### config.mk
export PLATFORM = sky130hd
export DESIGN_NAME = dbcs_char_decoder_with_length_flat
export DESIGN_NICKNAME = d
export VERILOG_FILES = /design/src/hdl/dcd_pkg.sv /design/src/hdl/dcd_ifs.sv /design/src/hdl/dbcs_char_decoder_with_length.sv /design/src/flat_wrapper.sv
export SDC_FILE = /design/constraint.sdc
export NUM_CORES = 1
export LEC_CHECK = 0
export BUFFER_PORTS_ARGS = -buffer_cell sky130_fd_sc_hd__buf_2
export CORE_ASPECT_RATIO = 0.6
export CORE_MARGIN = 2
export CORE_UTILIZATION = 60
export CTS_CLUSTER_SIZE = 40
export DETAILED_ROUTE_END_ITERATION = 8
export MAX_ROUTING_LAYER = met4
export PLACE_DENSITY = 0.87
export SYNTH_ARGS = -nofsm -noshare
export SYNTH_HDL_FRONTEND = slang
export SYNTH_SLANG_ARGS = --single-unit
### constraint.sdc
create_clock -name i_clk -period 8.7 [get_ports i_clk]
set_clock_uncertainty 0.1 [all_clocks]
set_input_delay 0.87 -clock i_clk [delete_from_list [all_inputs] [get_ports i_clk]]
set_output_delay 0.87 -clock i_clk [all_outputs]
set_load 0.01 [all_outputs]
### src/hdl/dcd_pkg.sv
`timescale 1ns / 1ps
// ----------------------------------------------------------------------------
// dcd_pkg
// types, codes and byte-class rules shared by the double-byte char decoder
// ----------------------------------------------------------------------------
package dcd_pkg;

    localparam int CFG_IDX_W  = 2;
    localparam int CFG_DATA_W = 4;

    localparam logic [CFG_IDX_W-1:0] CFG_IDX_CJK  = 2'd0;
    localparam logic [CFG_IDX_W-1:0] CFG_IDX_LANG = 2'd1;

    localparam logic [3:0] LANG_NONE   = 4'd0;
    localparam logic [3:0] LANG_GB2312 = 4'd8;
    localparam logic [3:0] LANG_BIG5   = 4'd9;
    localparam logic [3:0] LANG_SJIS   = 4'd10;
    localparam logic [3:0] LANG_UHC    = 4'd11;

    localparam logic [7:0] CARET      = 8'h5E;
    localparam logic [7:0] LF         = 8'h0A;
    localparam logic [7:0] CR         = 8'h0D;
    localparam logic [7:0] COLOR_LO   = 8'h30;
    localparam logic [7:0] COLOR_HI   = 8'h40;

    localparam logic [1:0] KIND_PRINT   = 2'd0;
    localparam logic [1:0] KIND_NEWLINE = 2'd1;
    localparam logic [1:0] KIND_COLOR   = 2'd2;

    localparam logic [1:0] HELD_NONE  = 2'd0;
    localparam logic [1:0] HELD_LEAD  = 2'd1;
    localparam logic [1:0] HELD_CARET = 2'd2;

    localparam logic [15:0] COUNT_MAX = 16'hFFFF;

    typedef struct packed {
        logic [15:0] char_code;
        logic [1:0]  byte_count;
        logic [1:0]  char_kind;
        logic [7:0]  color_byte;
        logic [15:0] printable_count;
        logic        run_end;
        logic        string_done;
    } t_result;

    function automatic logic lead_ok(input logic [3:0] mode, input logic [7:0] b);
        logic ok;
        case (mode)
            LANG_GB2312: ok = b inside {[8'hB0:8'hC8]};
            LANG_BIG5:   ok = b inside {[8'hA1:8'hC6], [8'hC9:8'hF9]};
            LANG_SJIS:   ok = b inside {[8'h81:8'h9F], [8'hE0:8'hEF]};
            LANG_UHC:    ok = b inside {[8'h81:8'hFE]};
            default:     ok = 1'b0;
        endcase
        return ok;
    endfunction

    function automatic logic trail_ok(input logic [3:0] mode, input logic [7:0] b);
        logic ok;
        case (mode)
            LANG_GB2312: ok = b inside {[8'hA1:8'hFE]};
            LANG_BIG5:   ok = b inside {[8'h40:8'h7E], [8'hA1:8'hFE]};
            LANG_SJIS:   ok = b inside {[8'h40:8'h7E], [8'h80:8'hFC]};
            LANG_UHC:    ok = b inside {[8'h41:8'hFE]};
            default:     ok = 1'b0;
        endcase
        return ok;
    endfunction

    // saturating increment of the printable count
    function automatic logic [15:0] count_inc(input logic [15:0] c, input logic en);
        return (en && (c != COUNT_MAX)) ? c + 16'd1 : c;
    endfunction

endpackage

### src/hdl/dcd_ifs.sv
`timescale 1ns / 1ps
// ----------------------------------------------------------------------------
// dcd channel interfaces
// valid/ready channels for input bytes, decoded characters and config writes
// ----------------------------------------------------------------------------
interface dcd_in_if;
    logic       valid;
    logic       ready;
    logic [7:0] in_byte;
    logic       string_end;

    modport source (output valid, output in_byte, output string_end, input ready);
    modport sink   (input valid, input in_byte, input string_end, output ready);
endinterface

interface dcd_out_if;
    logic        valid;
    logic        ready;
    logic [15:0] char_code;
    logic [1:0]  byte_count;
    logic [1:0]  char_kind;
    logic [7:0]  color_byte;
    logic [15:0] printable_count;
    logic        run_end;
    logic        string_done;

    modport source (output valid, output char_code, output byte_count, output char_kind,
                    output color_byte, output printable_count, output run_end,
                    output string_done, input ready);
    modport sink   (input valid, input char_code, input byte_count, input char_kind,
                    input color_byte, input printable_count, input run_end,
                    input string_done, output ready);
endinterface

interface dcd_cfg_if;
    logic       valid;
    logic       ready;
    logic [1:0] index;
    logic [3:0] data;

    modport source (output valid, output index, output data, input ready);
    modport sink   (input valid, input index, input data, output ready);
endinterface

### src/hdl/dbcs_char_decoder_with_length.sv
`timescale 1ns / 1ps
// ----------------------------------------------------------------------------
// dbcs_char_decoder_with_length
// double-byte aware text decoder with colour codes and printable length
// ----------------------------------------------------------------------------
// Takes one text byte per beat on i_in and sends decoded characters on o_out.
// With cjk_enabled set and language_code 8..11 a lead byte is held until the
// next byte, which either completes a 16-bit pair or causes the lead to be
// sent alone; a caret is held the same way to detect a colour code. So a
// byte yields zero, one or two characters. The block accepts one byte per
// cycle while o_out is ready: a byte is held in the input register, is
// decoded in one pass into the result register (both characters at once),
// and the result register drains one character per beat. A byte that
// yields two characters holds the input side until its second character
// has been taken. An input beat passes the input register and then the
// result register before it reaches o_out. Config writes are always
// accepted and take effect on the next decoded byte; they should be done
// with the block idle.
// ----------------------------------------------------------------------------
module dbcs_char_decoder_with_length
    import dcd_pkg::*;
(
    input  logic          i_clk,
    input  logic          i_rst_n,
    dcd_cfg_if.sink       i_cfg,
    dcd_in_if.sink        i_in,
    dcd_out_if.source     o_out
);

    // config registers
    logic       r_cjk;
    logic [3:0] r_lang;

    // input register
    logic       r_in_valid;
    logic [7:0] r_in_byte;
    logic       r_in_end;

    // decoder state
    logic [1:0]  r_held_kind, n_held_kind;
    logic [7:0]  r_held_byte, n_held_byte;
    logic [15:0] r_len, n_len;

    // result register: up to two characters of one byte
    logic    r_res_valid;
    logic    r_two;
    logic    r_sel;
    t_result r_slot0, r_slot1;
    t_result n_slot0, n_slot1;
    logic    n_two, n_any;

    logic       adv, pop, last, res_free;
    logic [3:0] mode;
    logic       pair, color, combined, has_a, has_b, f_lead, f_caret;
    t_result    res_a, res_b, cur;
    logic [15:0] cnt_a, cnt_b;

    // ------------------------------------------------------------------
    // config port: never stalls, indexes beyond the list are dropped
    // ------------------------------------------------------------------
    assign i_cfg.ready = 1'b1;

    always_ff @(posedge i_clk) begin
        if (!i_rst_n) begin
            r_cjk  <= 1'b0;
            r_lang <= LANG_NONE;
        end else if (i_cfg.valid) begin
            case (i_cfg.index)
                CFG_IDX_CJK:  r_cjk  <= i_cfg.data[0];
                CFG_IDX_LANG: r_lang <= i_cfg.data;
                default: ;
            endcase
        end
    end

    // ------------------------------------------------------------------
    // handshake control
    // ------------------------------------------------------------------
    assign pop      = r_res_valid && o_out.ready;
    assign last     = r_sel || !r_two;
    assign res_free = !r_res_valid || (pop && last);
    assign adv      = r_in_valid && res_free;

    assign i_in.ready = !r_in_valid || adv;

    always_ff @(posedge i_clk) begin
        if (!i_rst_n) begin
            r_in_valid <= 1'b0;
        end else if (i_in.valid && i_in.ready) begin
            r_in_valid <= 1'b1;
        end else if (adv) begin
            r_in_valid <= 1'b0;
        end
    end

    // input payload needs no reset
    always_ff @(posedge i_clk) begin
        if (i_in.valid && i_in.ready) begin
            r_in_byte <= i_in.in_byte;
            r_in_end  <= i_in.string_end;
        end
    end

    // ------------------------------------------------------------------
    // decode of the byte in the input register
    // ------------------------------------------------------------------
    always_comb begin
        // double-byte rules only for the four known languages
        mode = (r_cjk && (r_lang inside {[LANG_GB2312:LANG_UHC]})) ? r_lang : LANG_NONE;

        pair     = (r_held_kind == HELD_LEAD) && lead_ok(mode, r_held_byte)
                   && trail_ok(mode, r_in_byte);
        color    = (r_held_kind == HELD_CARET) && (r_in_byte inside {[COLOR_LO:COLOR_HI]});
        combined = pair || color;
        has_a    = (r_held_kind == HELD_LEAD) || (r_held_kind == HELD_CARET);

        // fresh handling of the new byte when it was not absorbed by the held one
        f_lead  = !r_in_end && lead_ok(mode, r_in_byte);
        f_caret = !r_in_end && !f_lead && (r_in_byte == CARET);
        has_b   = !combined && !f_lead && !f_caret;

        // first character: from the held byte
        res_a = '0;
        if (pair) begin
            res_a.char_code  = {r_held_byte, r_in_byte};
            res_a.byte_count = 2'd2;
            res_a.char_kind  = KIND_PRINT;
        end else if (color) begin
            res_a.char_code  = {8'h00, CARET};
            res_a.byte_count = 2'd1;
            res_a.char_kind  = KIND_COLOR;
            res_a.color_byte = r_in_byte;
        end else begin
            // failed pair or lone caret goes out as a plain byte
            res_a.char_code  = {8'h00, r_held_byte};
            res_a.byte_count = 2'd1;
            res_a.char_kind  = ((r_held_byte == LF) || (r_held_byte == CR))
                               ? KIND_NEWLINE : KIND_PRINT;
        end
        cnt_a = count_inc(r_len, has_a && (res_a.char_kind == KIND_PRINT));
        res_a.printable_count = cnt_a;
        res_a.run_end         = !has_b;
        res_a.string_done     = !has_b && r_in_end;

        // second character: the new byte on its own
        res_b = '0;
        res_b.char_code  = {8'h00, r_in_byte};
        res_b.byte_count = 2'd1;
        res_b.char_kind  = ((r_in_byte == LF) || (r_in_byte == CR))
                           ? KIND_NEWLINE : KIND_PRINT;
        cnt_b = count_inc(cnt_a, has_b && (res_b.char_kind == KIND_PRINT));
        res_b.printable_count = cnt_b;
        res_b.run_end         = 1'b1;
        res_b.string_done     = r_in_end;

        // pack the characters to the front of the result register
        n_slot0 = has_a ? res_a : res_b;
        n_slot1 = res_b;
        n_two   = has_a && has_b;
        n_any   = has_a || has_b;

        // next held state and count
        if (r_in_end) begin
            n_held_kind = HELD_NONE;
            n_held_byte = 8'h00;
            n_len       = 16'd0;
        end else begin
            if (combined) begin
                n_held_kind = HELD_NONE;
            end else if (f_lead) begin
                n_held_kind = HELD_LEAD;
            end else if (f_caret) begin
                n_held_kind = HELD_CARET;
            end else begin
                n_held_kind = HELD_NONE;
            end
            n_held_byte = (n_held_kind == HELD_NONE) ? 8'h00 : r_in_byte;
            n_len       = cnt_b;
        end
    end

    always_ff @(posedge i_clk) begin
        if (!i_rst_n) begin
            r_held_kind <= HELD_NONE;
            r_held_byte <= 8'h00;
            r_len       <= 16'd0;
        end else if (adv) begin
            r_held_kind <= n_held_kind;
            r_held_byte <= n_held_byte;
            r_len       <= n_len;
        end
    end

    // ------------------------------------------------------------------
    // result register, drained one character per beat
    // ------------------------------------------------------------------
    always_ff @(posedge i_clk) begin
        if (!i_rst_n) begin
            r_res_valid <= 1'b0;
            r_two       <= 1'b0;
            r_sel       <= 1'b0;
        end else if (adv) begin
            r_res_valid <= n_any;
            r_two       <= n_two;
            r_sel       <= 1'b0;
        end else if (pop && !last) begin
            // first of two sent, show the second
            r_sel <= 1'b1;
        end else if (pop) begin
            r_res_valid <= 1'b0;
        end
    end

    always_ff @(posedge i_clk) begin
        if (adv) begin
            r_slot0 <= n_slot0;
            r_slot1 <= n_slot1;
        end
    end

    assign cur = r_sel ? r_slot1 : r_slot0;

    assign o_out.valid           = r_res_valid;
    assign o_out.char_code       = cur.char_code;
    assign o_out.byte_count      = cur.byte_count;
    assign o_out.char_kind       = cur.char_kind;
    assign o_out.color_byte      = cur.color_byte;
    assign o_out.printable_count = cur.printable_count;
    assign o_out.run_end         = cur.run_end;
    assign o_out.string_done     = cur.string_done;

endmodule

### src/flat_wrapper.sv
// flat-port wrapper written by rule: the top's interface ports become plain ports
module dbcs_char_decoder_with_length_flat import dcd_pkg::*;
  (i_clk, i_rst_n, i_cfg_valid, i_cfg_index, i_cfg_data, i_cfg_ready, i_in_valid, i_in_in_byte, i_in_string_end, i_in_ready, o_out_valid, o_out_char_code, o_out_byte_count, o_out_char_kind, o_out_color_byte, o_out_printable_count, o_out_run_end, o_out_string_done, o_out_ready);
  dcd_cfg_if i_cfg_i ();
  dcd_in_if i_in_i ();
  dcd_out_if o_out_i ();
  input  logic i_clk;
  input  logic i_rst_n;
  input wire logic [$bits(i_cfg_i.valid)-1:0] i_cfg_valid;
  input wire logic [$bits(i_cfg_i.index)-1:0] i_cfg_index;
  input wire logic [$bits(i_cfg_i.data)-1:0] i_cfg_data;
  output wire logic [$bits(i_cfg_i.ready)-1:0] i_cfg_ready;
  input wire logic [$bits(i_in_i.valid)-1:0] i_in_valid;
  input wire logic [$bits(i_in_i.in_byte)-1:0] i_in_in_byte;
  input wire logic [$bits(i_in_i.string_end)-1:0] i_in_string_end;
  output wire logic [$bits(i_in_i.ready)-1:0] i_in_ready;
  output wire logic [$bits(o_out_i.valid)-1:0] o_out_valid;
  output wire logic [$bits(o_out_i.char_code)-1:0] o_out_char_code;
  output wire logic [$bits(o_out_i.byte_count)-1:0] o_out_byte_count;
  output wire logic [$bits(o_out_i.char_kind)-1:0] o_out_char_kind;
  output wire logic [$bits(o_out_i.color_byte)-1:0] o_out_color_byte;
  output wire logic [$bits(o_out_i.printable_count)-1:0] o_out_printable_count;
  output wire logic [$bits(o_out_i.run_end)-1:0] o_out_run_end;
  output wire logic [$bits(o_out_i.string_done)-1:0] o_out_string_done;
  input wire logic [$bits(o_out_i.ready)-1:0] o_out_ready;
  assign i_cfg_i.valid = i_cfg_valid;
  assign i_cfg_i.index = i_cfg_index;
  assign i_cfg_i.data = i_cfg_data;
  assign i_cfg_ready = i_cfg_i.ready;
  assign i_in_i.valid = i_in_valid;
  assign i_in_i.in_byte = i_in_in_byte;
  assign i_in_i.string_end = i_in_string_end;
  assign i_in_ready = i_in_i.ready;
  assign o_out_valid = o_out_i.valid;
  assign o_out_char_code = o_out_i.char_code;
  assign o_out_byte_count = o_out_i.byte_count;
  assign o_out_char_kind = o_out_i.char_kind;
  assign o_out_color_byte = o_out_i.color_byte;
  assign o_out_printable_count = o_out_i.printable_count;
  assign o_out_run_end = o_out_i.run_end;
  assign o_out_string_done = o_out_i.string_done;
  assign o_out_i.ready = o_out_ready;
  dbcs_char_decoder_with_length u_core (.i_clk(i_clk), .i_rst_n(i_rst_n), .i_cfg(i_cfg_i), .i_in(i_in_i), .o_out(o_out_i));
endmodule
# Word level (Yosys, flattened, before mapping)
# Index checks and enable logic that the tools add are counted.
# Widths: inputs -> output; s select.
# word_totals
register_bits,117
latch_bits,0
ram_bits,0
romBits,0
inputBits,20
out_inout_bits,49
word_cells,173
n_memories,0
# classes
addsub,2
multipliers,0
div_mod_pow,0
magnitude_cmp,31
n_eq_ne,15
shifts,0
mux,27
bitwise_logic,3
reduce_logical,72
# op_table
op,count
$le 8x8->1 const B,13
$ge 8x8->1 const B,11
$mux 16,3
$mux 46,1
$logic_and 1x1->1,38
$mux 38,1
$add 16x1->16 const B,2
$eq 8x4->1 const B,4
$mux 8,4
$ne 16x16->1 const B,2
$mux 20,1
$eq 4x4->1 const B,4
$ge 8x7->1 const B,2
$le 8x7->1 const B,2
$reduce_bool 2->1,8
$mux 12,1
$pmux 1 s4,3
$mux 2,5
$logic_not 1->1,9
$eq 8x7->1 const B,1
$ge 8x6->1 const B,1
$logic_not 2->1,4
$logic_or 1x1->1,8
$mux 1,7
other kinds (10),15

# Depth between registers and ports, before layout
# Gate-level depths: netlist of run 1.
# depth
ltp_word,17
mapped_depth,14

# Worst setup path before layout of run 1
# Ideal clock, no wire load.
# synth_timing
kind,register to register
startpoint,register u_core.r_held_byte[1]
endpoint,"register u_core.r_slot0[3] in the netlist's numbering, data pin"
setup_time_ps,254
arrival_time_ps,3354
required_ps,8346
slack_ps,4992
path_stages_with_launch,13
n_path_buf,1
period_less_slack_ps,3708
path_cell_list,dfxtp_1 -> buf_6 -> or3_4 -> o31ai_1 -> a2111oi_2 -> nor4_1 -> nor3_1 -> xnor2_1 -> or4_4 -> nor4_4 -> nor2_1 -> and3_1 -> o21a_1
# synth_rtl
element,line_no,source
"start, declared",dbcs_char_decoder_with_length.sv:41,"logic [7:0] r_held_byte, n_held_byte;"
"start signal, assigned",dbcs_char_decoder_with_length.sv:189,r_held_byte <= n_held_byte;
"end signal, assigned",dbcs_char_decoder_with_length.sv:216,r_slot0 <= n_slot0;
"end, declared",dbcs_char_decoder_with_length.sv:48,"t_result r_slot0, r_slot1;"

==> flow_summary.ini, run 1 <==
[outcome]
outcome = finished, final reports clean

[synth]
synth-seq-cells = 116
synth_top_cell_by_area = edfxtp_1
avgSynthCellArea_um2 = 10.5
synth_enable_flop_cells = 81
yosys.cell_types.count = 75
syn-cell-area_um2 = 6320
synth_top_area_share = 0.385
synth_async_sr_flop_share = 0
synth.top_cells.by_area = edfxtp_1, dfxtp_1, mux2_2, a22o_1, nor2b_1
ys_warn_count = 0
syn-instance-count = 600
synth_flop_cell = edfxtp_1
synth_seq_area_share = 0.495
synthesis.nets = 623

[clocking]
clk_path_buf_depth = 2
h-tree-depth = 4
clk_latency_ns = 0.42
cts_tree = done
hold_buffers = 0
path_clk_slew_ns = 0.06
cts_setup_buffers = 0
cts_root_buf = clkbuf_16
clkSinkCount = 116
cts_resized = 0
cts_buffers = 17

[global_routing]
grt_pass1_vias = 4779
grt_pass1_wl_um = 25700
use_met2 = 0.391
grtUsageMet3 = 0.0741
grt_util_met1 = 0.473
busiest_layer = met1
grt_max_degree = 73
overflow = 0
antenna_found_initial = 0
grt_usage = 0.305

[floorplanning]
die_w_um = 137
rows = 28
die_h_um = 83.5
start_util = 0.629
ios = 69
coreArea_um2 = 10100
design.die.area_um2 = 11400

[sta]
setup_slack_ns = 4.13
rsz0062_at_grt = false
final-setup-viol-count = 0
fmax_ghz = 0.219
slew_violations = 0
tns_ns = 0
worst_pin_slew_ns = 1.11
finalHoldViolCount = 0
fin_crit_sh = 0.526
min_period_ns = 4.57
slew_headroom = 0.260
hold_slack_ns = 0.434

[setup_path]
max_stage_delay_ns = 0.61
start_kind = register
worstPathCellList = or3_1 > o31ai_1 > o41ai_1 > nor3_1 > nor3_1 > xnor2_1 > or4_4 > nor4_4 > nor2_1 > and3_1 > o21a_1
crit_top_cell = nor3_1
worst-setup-path-type = register to register
slowest_stage = or4_4
crit_buf_inv = 0
cp_top_family = simple AND/OR/NAND/NOR gates
critPathRequiredTime_ns = 8.77
arrival_ns = 4.64
critPathCaptureType = register
cp_max_fo = 12

[placed_design]
placedCellCount = 765
hpwlAfterDp_um = 11000
place_ws_ns = 4.27
placed_cell_area_um2 = 6680
port_buffers = 67
place.gp.congestion = 0.964

[power]
power_density_nw_per_um2 = 183
p_sw_mw = 0.316
vdd_ir_drop_max_mv = 0.148
p_comb_frac = 0.045
power_leakage_nw = 2.58
internal_power_mw = 1.01
power_frac_clock = 0.482
power.total_mw = 1.32
p_seq_frac = 0.472
swShare = 0.239

[detailed_routing]
drtIter0Drc = 626
viasPerCell = 6.38
ant_nets = 0
drtPass1Iterations = 5
drc = 0
via_count = 5082
routedWlPerCell_um = 20.2
wl_um = 16100

[min_path]
hp-class = register to register

[cells_and_area]
fin_nets = 672
drive_gt1_frac = 0.230
fin_cells = 797
final_common_cell = edfxtp_1
final_cell_area_um2 = 7220
final_util = 0.718
diodes = 0
syn_to_final_growth_pct = 14.2
most-common-layout-cells = edfxtp_1, buf_2, nand2_1

[flow_run]
drv_cap = 0
==> power by group through the flow <==
stage          clock network, mW  registers (mW)  logic (mW)
2_1_floorplan                  0           0.626      0.0429
3_3_place_gp                   0           0.634      0.0576
3_5_place_dp                   0           0.636      0.0592
4_1_cts                    0.642           0.624      0.0599
5_1_grt                    0.666           0.627      0.0655
6_report                   0.638           0.625      0.0601
==> cells by family after synthesis <==
logic type               count (synthesis)  synth area share
AND/OR/NAND/NOR                        237             0.215
multiplexers                            34            0.0590
flip-flops                             116             0.495
buffers and inverters                   56            0.0374
other                                    2           0.00119
adder cells (fa/ha/maj)                  3           0.00594
XOR/XNOR                                23            0.0318
AO/OA/AOI/OAI                          129             0.154
==> cells in the mapped netlist (all sizes together) (4+ instances only) <==
master  number
mux2        26
nor3b        5
a21boi       5
a31oi        9
clkbuf      29
mux2i        8
o22ai        6
nor2        34
dfxtp       35
and2        19
inv         15
or2          4
o21ai       16
nor3        21
a22o        23
nand3b       5
or3         12
edfxtp      81
o211ai       5
and3         8
buf         12
xor2        11
o31ai        6
nand3       25
nand2       42
o22a         4
nor4        11
and3b        5
xnor2       12
a21oi       20
o21a         5
nor2b       29
nand4        6
==> path summary, 6_finish.rpt <==
check	from	end	slack, ns	cells after the start
setup reg to reg	u_core.r_in_byte[0]$_DFFE_PP_	u_core.r_slot0[3]$_DFFE_PP_	4.13	11
hold / removal	u_core.r_held_kind[0]$_SDFFE_PN0P_	u_core.r_held_kind[0]$_SDFFE_PN0P_	0.43	2
setup / recovery	u_core.r_in_byte[0]$_DFFE_PP_	u_core.r_slot0[3]$_DFFE_PP_	4.13	11
hold reg to reg	u_core.r_held_kind[0]$_SDFFE_PN0P_	u_core.r_held_kind[0]$_SDFFE_PN0P_	0.43	2
==> cell type report <==
cell class              count  area [um2]
clock buffers              18         439
clock inverters            14         103
fillers                   695        2830
inverters                  15        56.3
multi-input cells         428        2960
flip-flops and latches    116        3130
well taps                 135         169
repair buffers             71         365
==> routing by layer <==
metal | vias to the layer above | routed length, um | part of all wire
met5 | - | 0 | 0
li1 | 2345 | - | -
met1 | 2406 | 7870 | 0.49
met3 | 39 | 1710 | 0.11
met2 | 292 | 6270 | 0.39
met4 | 0 | 272 | 0.017
==> worst register-to-register path: cells and delay by family (launching register included) <==
kind             cells  cell delay, ns
AND/OR/NAND/NOR      7            2.64
XOR/XNOR             1            0.24
AO/OA/AOI/OAI        3            0.76
flip-flops           1            0.59
==> sequential cells by signal, indices dropped and copies added, names as in the netlist <==
| signal | flops |
|---|---|
| u_core.r_in_valid | 1 |
| u_core.r_held_kind | 2 |
| u_core.r_slot0 | 46 |
| u_core.r_slot1 | 26 |
| u_core.r_sel | 1 |
| u_core.r_len | 16 |
| u_core.r_lang | 4 |
| u_core.r_in_end | 1 |
| u_core.r_two | 1 |
| u_core.o_out.valid | 1 |
| u_core.r_held_byte | 8 |
| u_core.r_cjk | 1 |
| u_core.r_in_byte | 8 |
(Power assumes the default switching activity.)
==> run 2, diff against run 1 <==
- ABC_AREA: unset -> 1
- CORE_UTILIZATION: 60 -> 54
- PLACE_DENSITY: 0.87 -> 0.83
- clock period: 8.7 -> 3.9 ns (I/O delays scaled with it)
==> run 2 against run 1 <==
Net effect: final cell count rose by 37%; flip-flop and latch count did not move; critical path depth rose by 10; final area rose by 5.1%; synthesized area rose by 2.1%; via count rose by 15%; die area rose by 13%; largest power group unchanged; total power rose by 130%; register-to-register slack got worse by 3.9 ns; count of clock-buffer cells in the layout did not move; combinational power rose to 2.6 times the previous value; critical path type unchanged.
==> flow_summary.ini, run 2 <==
[global_routing]
grt_usage = 0.288
grt_pass1_vias = 5076
antenna_found_initial = 0
grt_pass1_wl_um = 27300
grt_max_degree = 68
overflow = 0

[synth]
synth-seq-cells = 116
avgSynthCellArea_um2 = 7.66
yosysMostFrequentCell = nand2_1
synth_enable_flop_cells = 81
syn-cell-area_um2 = 6460
synth_top_area_share = 0.377
synthesis.nets = 866
synth_seq_area_share = 0.485
synth_top_family_by_area = simple AND/OR/NAND/NOR gates
synth_top_cell_by_area = edfxtp_1
synth_async_sr_flop_share = 0
synth.cells.most_frequent = nand2_1, inv_1, nor2_1, edfxtp_1, nand3_1
yosys.cell_types.count = 42
syn-instance-count = 843
synth-compound-area-share = 0.0525
ys_warn_count = 0
synth_flop_cell = edfxtp_1
synthAdderAreaFrac = 0.00581
synthSimpleGateAreaFrac = 0.356
synth.area.mux_share = 0
yosys.area_share.xor_xnor = 0.0217
synth.top_cells.by_area = edfxtp_1, nand2_1, dfxtp_1, inv_1, nor2_1

[cells_and_area]
largest_reg_flops = 46
top_register = u_core.r_slot0
reg.largest.list = u_core.r_slot0: 46 flops, u_core.r_slot1: 26 flops, u_core.r_len: 16 flops
most-common-layout-cells = nand2_1, inv_1, nor2_1
diodes = 0
final_common_cell = nand2_1
syn_to_final_growth_pct = 17.5
drive_gt1_frac = 0.165
fin_nets = 945

[setup_path]
max_stage_delay_ns = 0.55
start_kind = register
worstPathCellList = inv_1 > nor2_1 > nand3_1 > nand2_1 > nand2_1 > nand2_1 > nand2_1 > nand3_2 > nand3_4 > nand2_4 > nand2_4 > nand2_1 > nand2_1 > nor2_2 > nand2_2 > nor2_4 > nand3_4 > nand2_1 > nand2_1 > nand3_1 > nand2_1
critPathRequiredTime_ns = 4.10
arrival_ns = 3.84
worst-setup-path-type = register to register
crit_top_cell = nand2_1
cp_max_fo = 19
slowest_stage = edfxtp_1
critPathCaptureType = register

[placed_design]
port_buffers = 67
place.gp.congestion = 0.955
hpwlAfterDp_um = 12300

[clocking]
clkSinkCount = 116
h-tree-depth = 4
clk_latency_ns = 0.42
clk_path_buf_depth = 2
cts_buffers = 17
path_clk_slew_ns = 0.06
cts_root_buf = clkbuf_16
cts_tree = done
hold_buffers = 0

[sta]
worst_pin_slew_ns = 0.855
slew_headroom = 0.430
fin_crit_sh = 0.932
fmax_ghz = 0.275
finalHoldViolCount = 0
final-setup-viol-count = 0
min_period_ns = 3.64
slew_violations = 0
tns_ns = 0

[floorplanning]
ios = 69
start_util = 0.562
design.die.area_um2 = 12900
die_w_um = 145
die_h_um = 88.7
coreArea_um2 = 11500
rows = 30

[detailed_routing]
via_count = 5849
viasPerCell = 5.34
wl_um = 17200
drc = 0
ant_nets = 0
routedWlPerCell_um = 15.7
drtPass1Iterations = 6
drtIter0Drc = 860

[outcome]
outcome = finished, final reports clean

[power]
vdd_ir_drop_max_mv = 0.337
power.total_mw = 3.00
power_leakage_nw = 3.44
power_density_nw_per_um2 = 395

[min_path]
hp-class = primary input to register

[flow_run]
drv_cap = 0
-- run 2: power by group --
part / internal, mW / switching (mW) / leakage (nW)
clock network: 0.880 / 0.581 / 0.269
registers: 1.36 / 0.0221 / 1.05
logic: 0.0499 / 0.106 / 2.12
-- run 2: per-layer routing --
layer | global-route usage | share of wire
met2 | 0.347 | 0.36
met1 | 0.444 | 0.49
met5 | - | 0
met3 | 0.0943 | 0.14
met4 | 0.0784 | 0.012
-- run 2: logic make-up (layout without fill, tap and decap cells) --
kind of cell / count (synthesis) / after routing
xor+xnor: 16 / 16
simple gates: 527 / 527
buf+inv: 126 / 218
flops: 116 / 116
other cells: 2 / 2
fa+ha+maj: 3 / 3
compound gates: 53 / 53
-- run 2: final timing paths --
path,start,to,slack [ns],cells past startpoint
worst min-delay path,i_in_in_byte[5],u_core.r_in_byte[5]$_DFFE_PP_,0.04,1
worst max-delay path,u_core.r_in_byte[7]$_DFFE_PP_,u_core.r_len[7]$_SDFFE_PN0P_,0.26,21
worst min register to register,u_core.r_len[9]$_SDFFE_PN0P_,u_core.r_len[9]$_SDFFE_PN0P_,0.37,2
worst max register to register,u_core.r_in_byte[7]$_DFFE_PP_,u_core.r_len[7]$_SDFFE_PN0P_,0.26,21
-- run 2: per-stage QoR --
| step | utilization | area [um2] | cells | hold WS [ns] | setup slack (ns) |
|---|---|---|---|---|---|
| 2_1_floorplan | - | 6460 | 843 | 0.345 | 0.0704 |
| 3_3_place_gp | 0.608 | 6980 | 1061 | 0.358 | 0.395 |
| 3_5_place_dp | 0.608 | 6980 | 1061 | 0.367 | 0.307 |
| 4_1_cts | 0.656 | 7540 | 1093 | 0.0356 | 0.290 |
| 5_1_grt | 0.661 | 7590 | 1095 | 0.0311 | -0.0429 |
| 6_report | 0.661 | 7590 | 1095 | 0.0392 | 0.264 |
-- run 2: critical path: cells and delay by family, from the launching register on --
family / cells / cell delay (ns)
buffers and inverters: 1 / 0.16
and+or+nand+nor: 20 / 2.68
DFF: 1 / 0.55
-- run 2: what timing repair did --
item,in CTS,in global routing
gates resized for setup,0,7
setup endpoints to repair,0,33
setup buffers,0,2
-- run 2: final cells by class --
class	instances	area (um2)
clock inverters	14	129
multi-input cells	601	2870
flip-flops and latches	116	3130
clock buffers	18	429
fillers	967	3900
inverters	107	402
well taps	160	200
repair buffers	79	425
==> run 3, diff against run 2 <==
- PLACE_DENSITY: 0.83 -> unset
- PLACE_DENSITY_LB_ADDON: unset -> 0.3
- clock period: 3.9 -> 3 ns (I/O delays scaled with it)
==> run 3 against run 2 <==
Net effect: the run now ends with negative setup slack left; die area unchanged; count of clock-buffer cells in the layout is the same; worst setup slack lost 0.46 ns; sequential power is 30% higher; critical path depth down 3; first-iteration DRC count grew 18%; global-route usage increased by 3.3 points; wire length rose by 19%; register-to-register slack lost 0.46 ns; critical path type unchanged; largest power group unchanged.
==> flow_summary.ini, run 3 (synthesized netlist as in run 2, its figures left out) <==
[outcome]
outcome = complete, but fails checks
violations = negative setup slack

[clocking]
cts_buffers = 17
h-tree-depth = 4
cts_root_buf = clkbuf_16
cts_tree = done
clk_path_buf_depth = 2
clk_latency_ns = 0.42
clkSinkCount = 116
path_clk_slew_ns = 0.06

[power]
p_sw_mw = 0.966
swShare = 0.233
power_leakage_nw = 4.17
vdd_ir_drop_max_mv = 0.448
power.total_mw = 4.15
power_density_nw_per_um2 = 461
power_frac_clock = 0.506
p_comb_frac = 0.062
internal_power_mw = 3.18
p_seq_frac = 0.432

[placed_design]
place_ws_ns = -0.150
placed_cell_area_um2 = 7770
placedCellCount = 1165
place.gp.congestion = 1.01
port_buffers = 67
hpwlAfterDp_um = 13200

[floorplanning]
rows = 30
die_w_um = 145
coreArea_um2 = 11500
start_util = 0.562
die_h_um = 88.7
ios = 69
design.die.area_um2 = 12900

[sta]
tns_ns = -5.24
hold_slack_ns = 0.0121
slew_violations = 0
setup_slack_ns = -0.196
fmax_ghz = 0.313
finalHoldViolCount = 0
slew_headroom = 0.642
final-setup-viol-count = 48
fin_crit_sh = 1.07
min_period_ns = 3.20
rsz0062_at_grt = true
worst_pin_slew_ns = 0.537

[cells_and_area]
largest_reg_flops = 46
diodes = 0
syn_to_final_growth_pct = 39.2
drive_gt1_frac = 0.318
reg.largest.list = u_core.r_slot0: 46 flops, u_core.r_slot1: 26 flops, u_core.r_len: 16 flops
final_util = 0.783
fin_nets = 1084
final_cell_area_um2 = 8990
most-common-layout-cells = nand2_1, buf_4, inv_1
top_register = u_core.r_slot0
fin_cells = 1234
final_common_cell = nand2_1

[detailed_routing]
drtPass1Iterations = 7
drc = 0
routedWlPerCell_um = 16.6
wl_um = 20500
via_count = 6611
viasPerCell = 5.36
ant_nets = 0
drtIter0Drc = 1012

[setup_path]
critPathCaptureType = register
max_stage_delay_ns = 0.35
worst-setup-path-type = register to register
arrival_ns = 3.27
critPathRequiredTime_ns = 3.07
slowest_stage = dfxtp_2
cp_max_fo = 6
crit_buf_inv = 2
crit_top_cell = nand2_2
worstPathCellList = ha_4 > nand2_2 > nor3_2 > nand2_1 > nor3_4 > a41oi_4 > buf_6 > nand3_1 > nand2_2 > nor2_4 > nand2_2 > nor2_4 > nand3_4 > buf_6 > nand3_1 > nand2_2 > nand2_1 > nand2_1
start_kind = register
cp_top_family = simple AND/OR/NAND/NOR gates

[global_routing]
grt_pass1_wl_um = 30400
grt_pass1_vias = 5780
grt_usage = 0.321
overflow = 0
grt_max_degree = 75
antenna_found_initial = 0

[min_path]
hp-class = primary input to register

[flow_run]
drv_cap = 0
run 3: cell types whose count changed in the layout (fill, tap and decap cells not counted), moves of 7 or more:
cell	change
inv_2	+7
inv_1	-7
nand3_1	-10
buf_6	+20
buf_4	+105
nand2_1	-28
dlygate4sd3_1	+10
nand2_2	+28
nand3_2	+11
run 3: final timing paths:
path	start	to	slack, ns	cells past startpoint
worst max-delay path	u_core.r_len[1]$_SDFFE_PN0P_	u_core.r_slot0[7]$_DFFE_PP_	-0.20	18
worst min-delay path	i_cfg_data[3]	u_core.r_lang[3]$_SDFFE_PN0P_	0.01	3
worst max register to register	u_core.r_len[1]$_SDFFE_PN0P_	u_core.r_slot0[7]$_DFFE_PP_	-0.20	18
worst min register to register	u_core.r_len[9]$_SDFFE_PN0P_	u_core.r_len[9]$_SDFFE_PN0P_	0.37	2
run 3: worst min-delay path, cell delays in order:
cell    delay (ns)
buf_2         0.07
nor2_1        0.03
nor2_1        0.08
run 3: metal layers:
| layer | wire (um) | global-route usage | vias to the layer above |
|---|---|---|---|
| li1 | - | - | 3150 |
| met1 | 8860 | 0.472 | 2947 |
| met2 | 8120 | 0.425 | 465 |
| met3 | 3200 | 0.0959 | 49 |
| met4 | 309 | 0.0856 | 0 |
| met5 | 0 | - | - |
run 3: cell type report:
cell class / instances / area [um2]
Clock buffer: 18 / 429
Clock inverter: 14 / 178
Tap cell: 160 / 200
Timing Repair Buffer: 216 / 1570
Fill cell: 778 / 2490
Inverter: 107 / 402
Multi-Input combinational cell: 603 / 3070
Sequential cell: 116 / 3140
run 3: power groups by stage:
| stage | sequential [mW] | clock [mW] | combinational (mW) |
|---|---|---|---|
| final | 1.79 | 2.10 | 0.255 |
| after floorplan | 1.82 | 0 | 0.118 |
| after detailed placement | 1.82 | 0 | 0.229 |
| after global placement | 1.82 | 0 | 0.228 |
| after global routing | 1.80 | 2.18 | 0.276 |
| after CTS | 1.79 | 2.10 | 0.245 |
run 3: what timing repair did:
action | 4_1_cts | 5_1_grt
setup buffers | 8 | 14
endpoints found under the setup margin | 42 | 48
hold buffers | 10 | 0
gates resized for setup | 22 | 74
endpoints found under the hold margin | 10 | 0
cloned | 2 | 3
pin swaps | 15 | 32
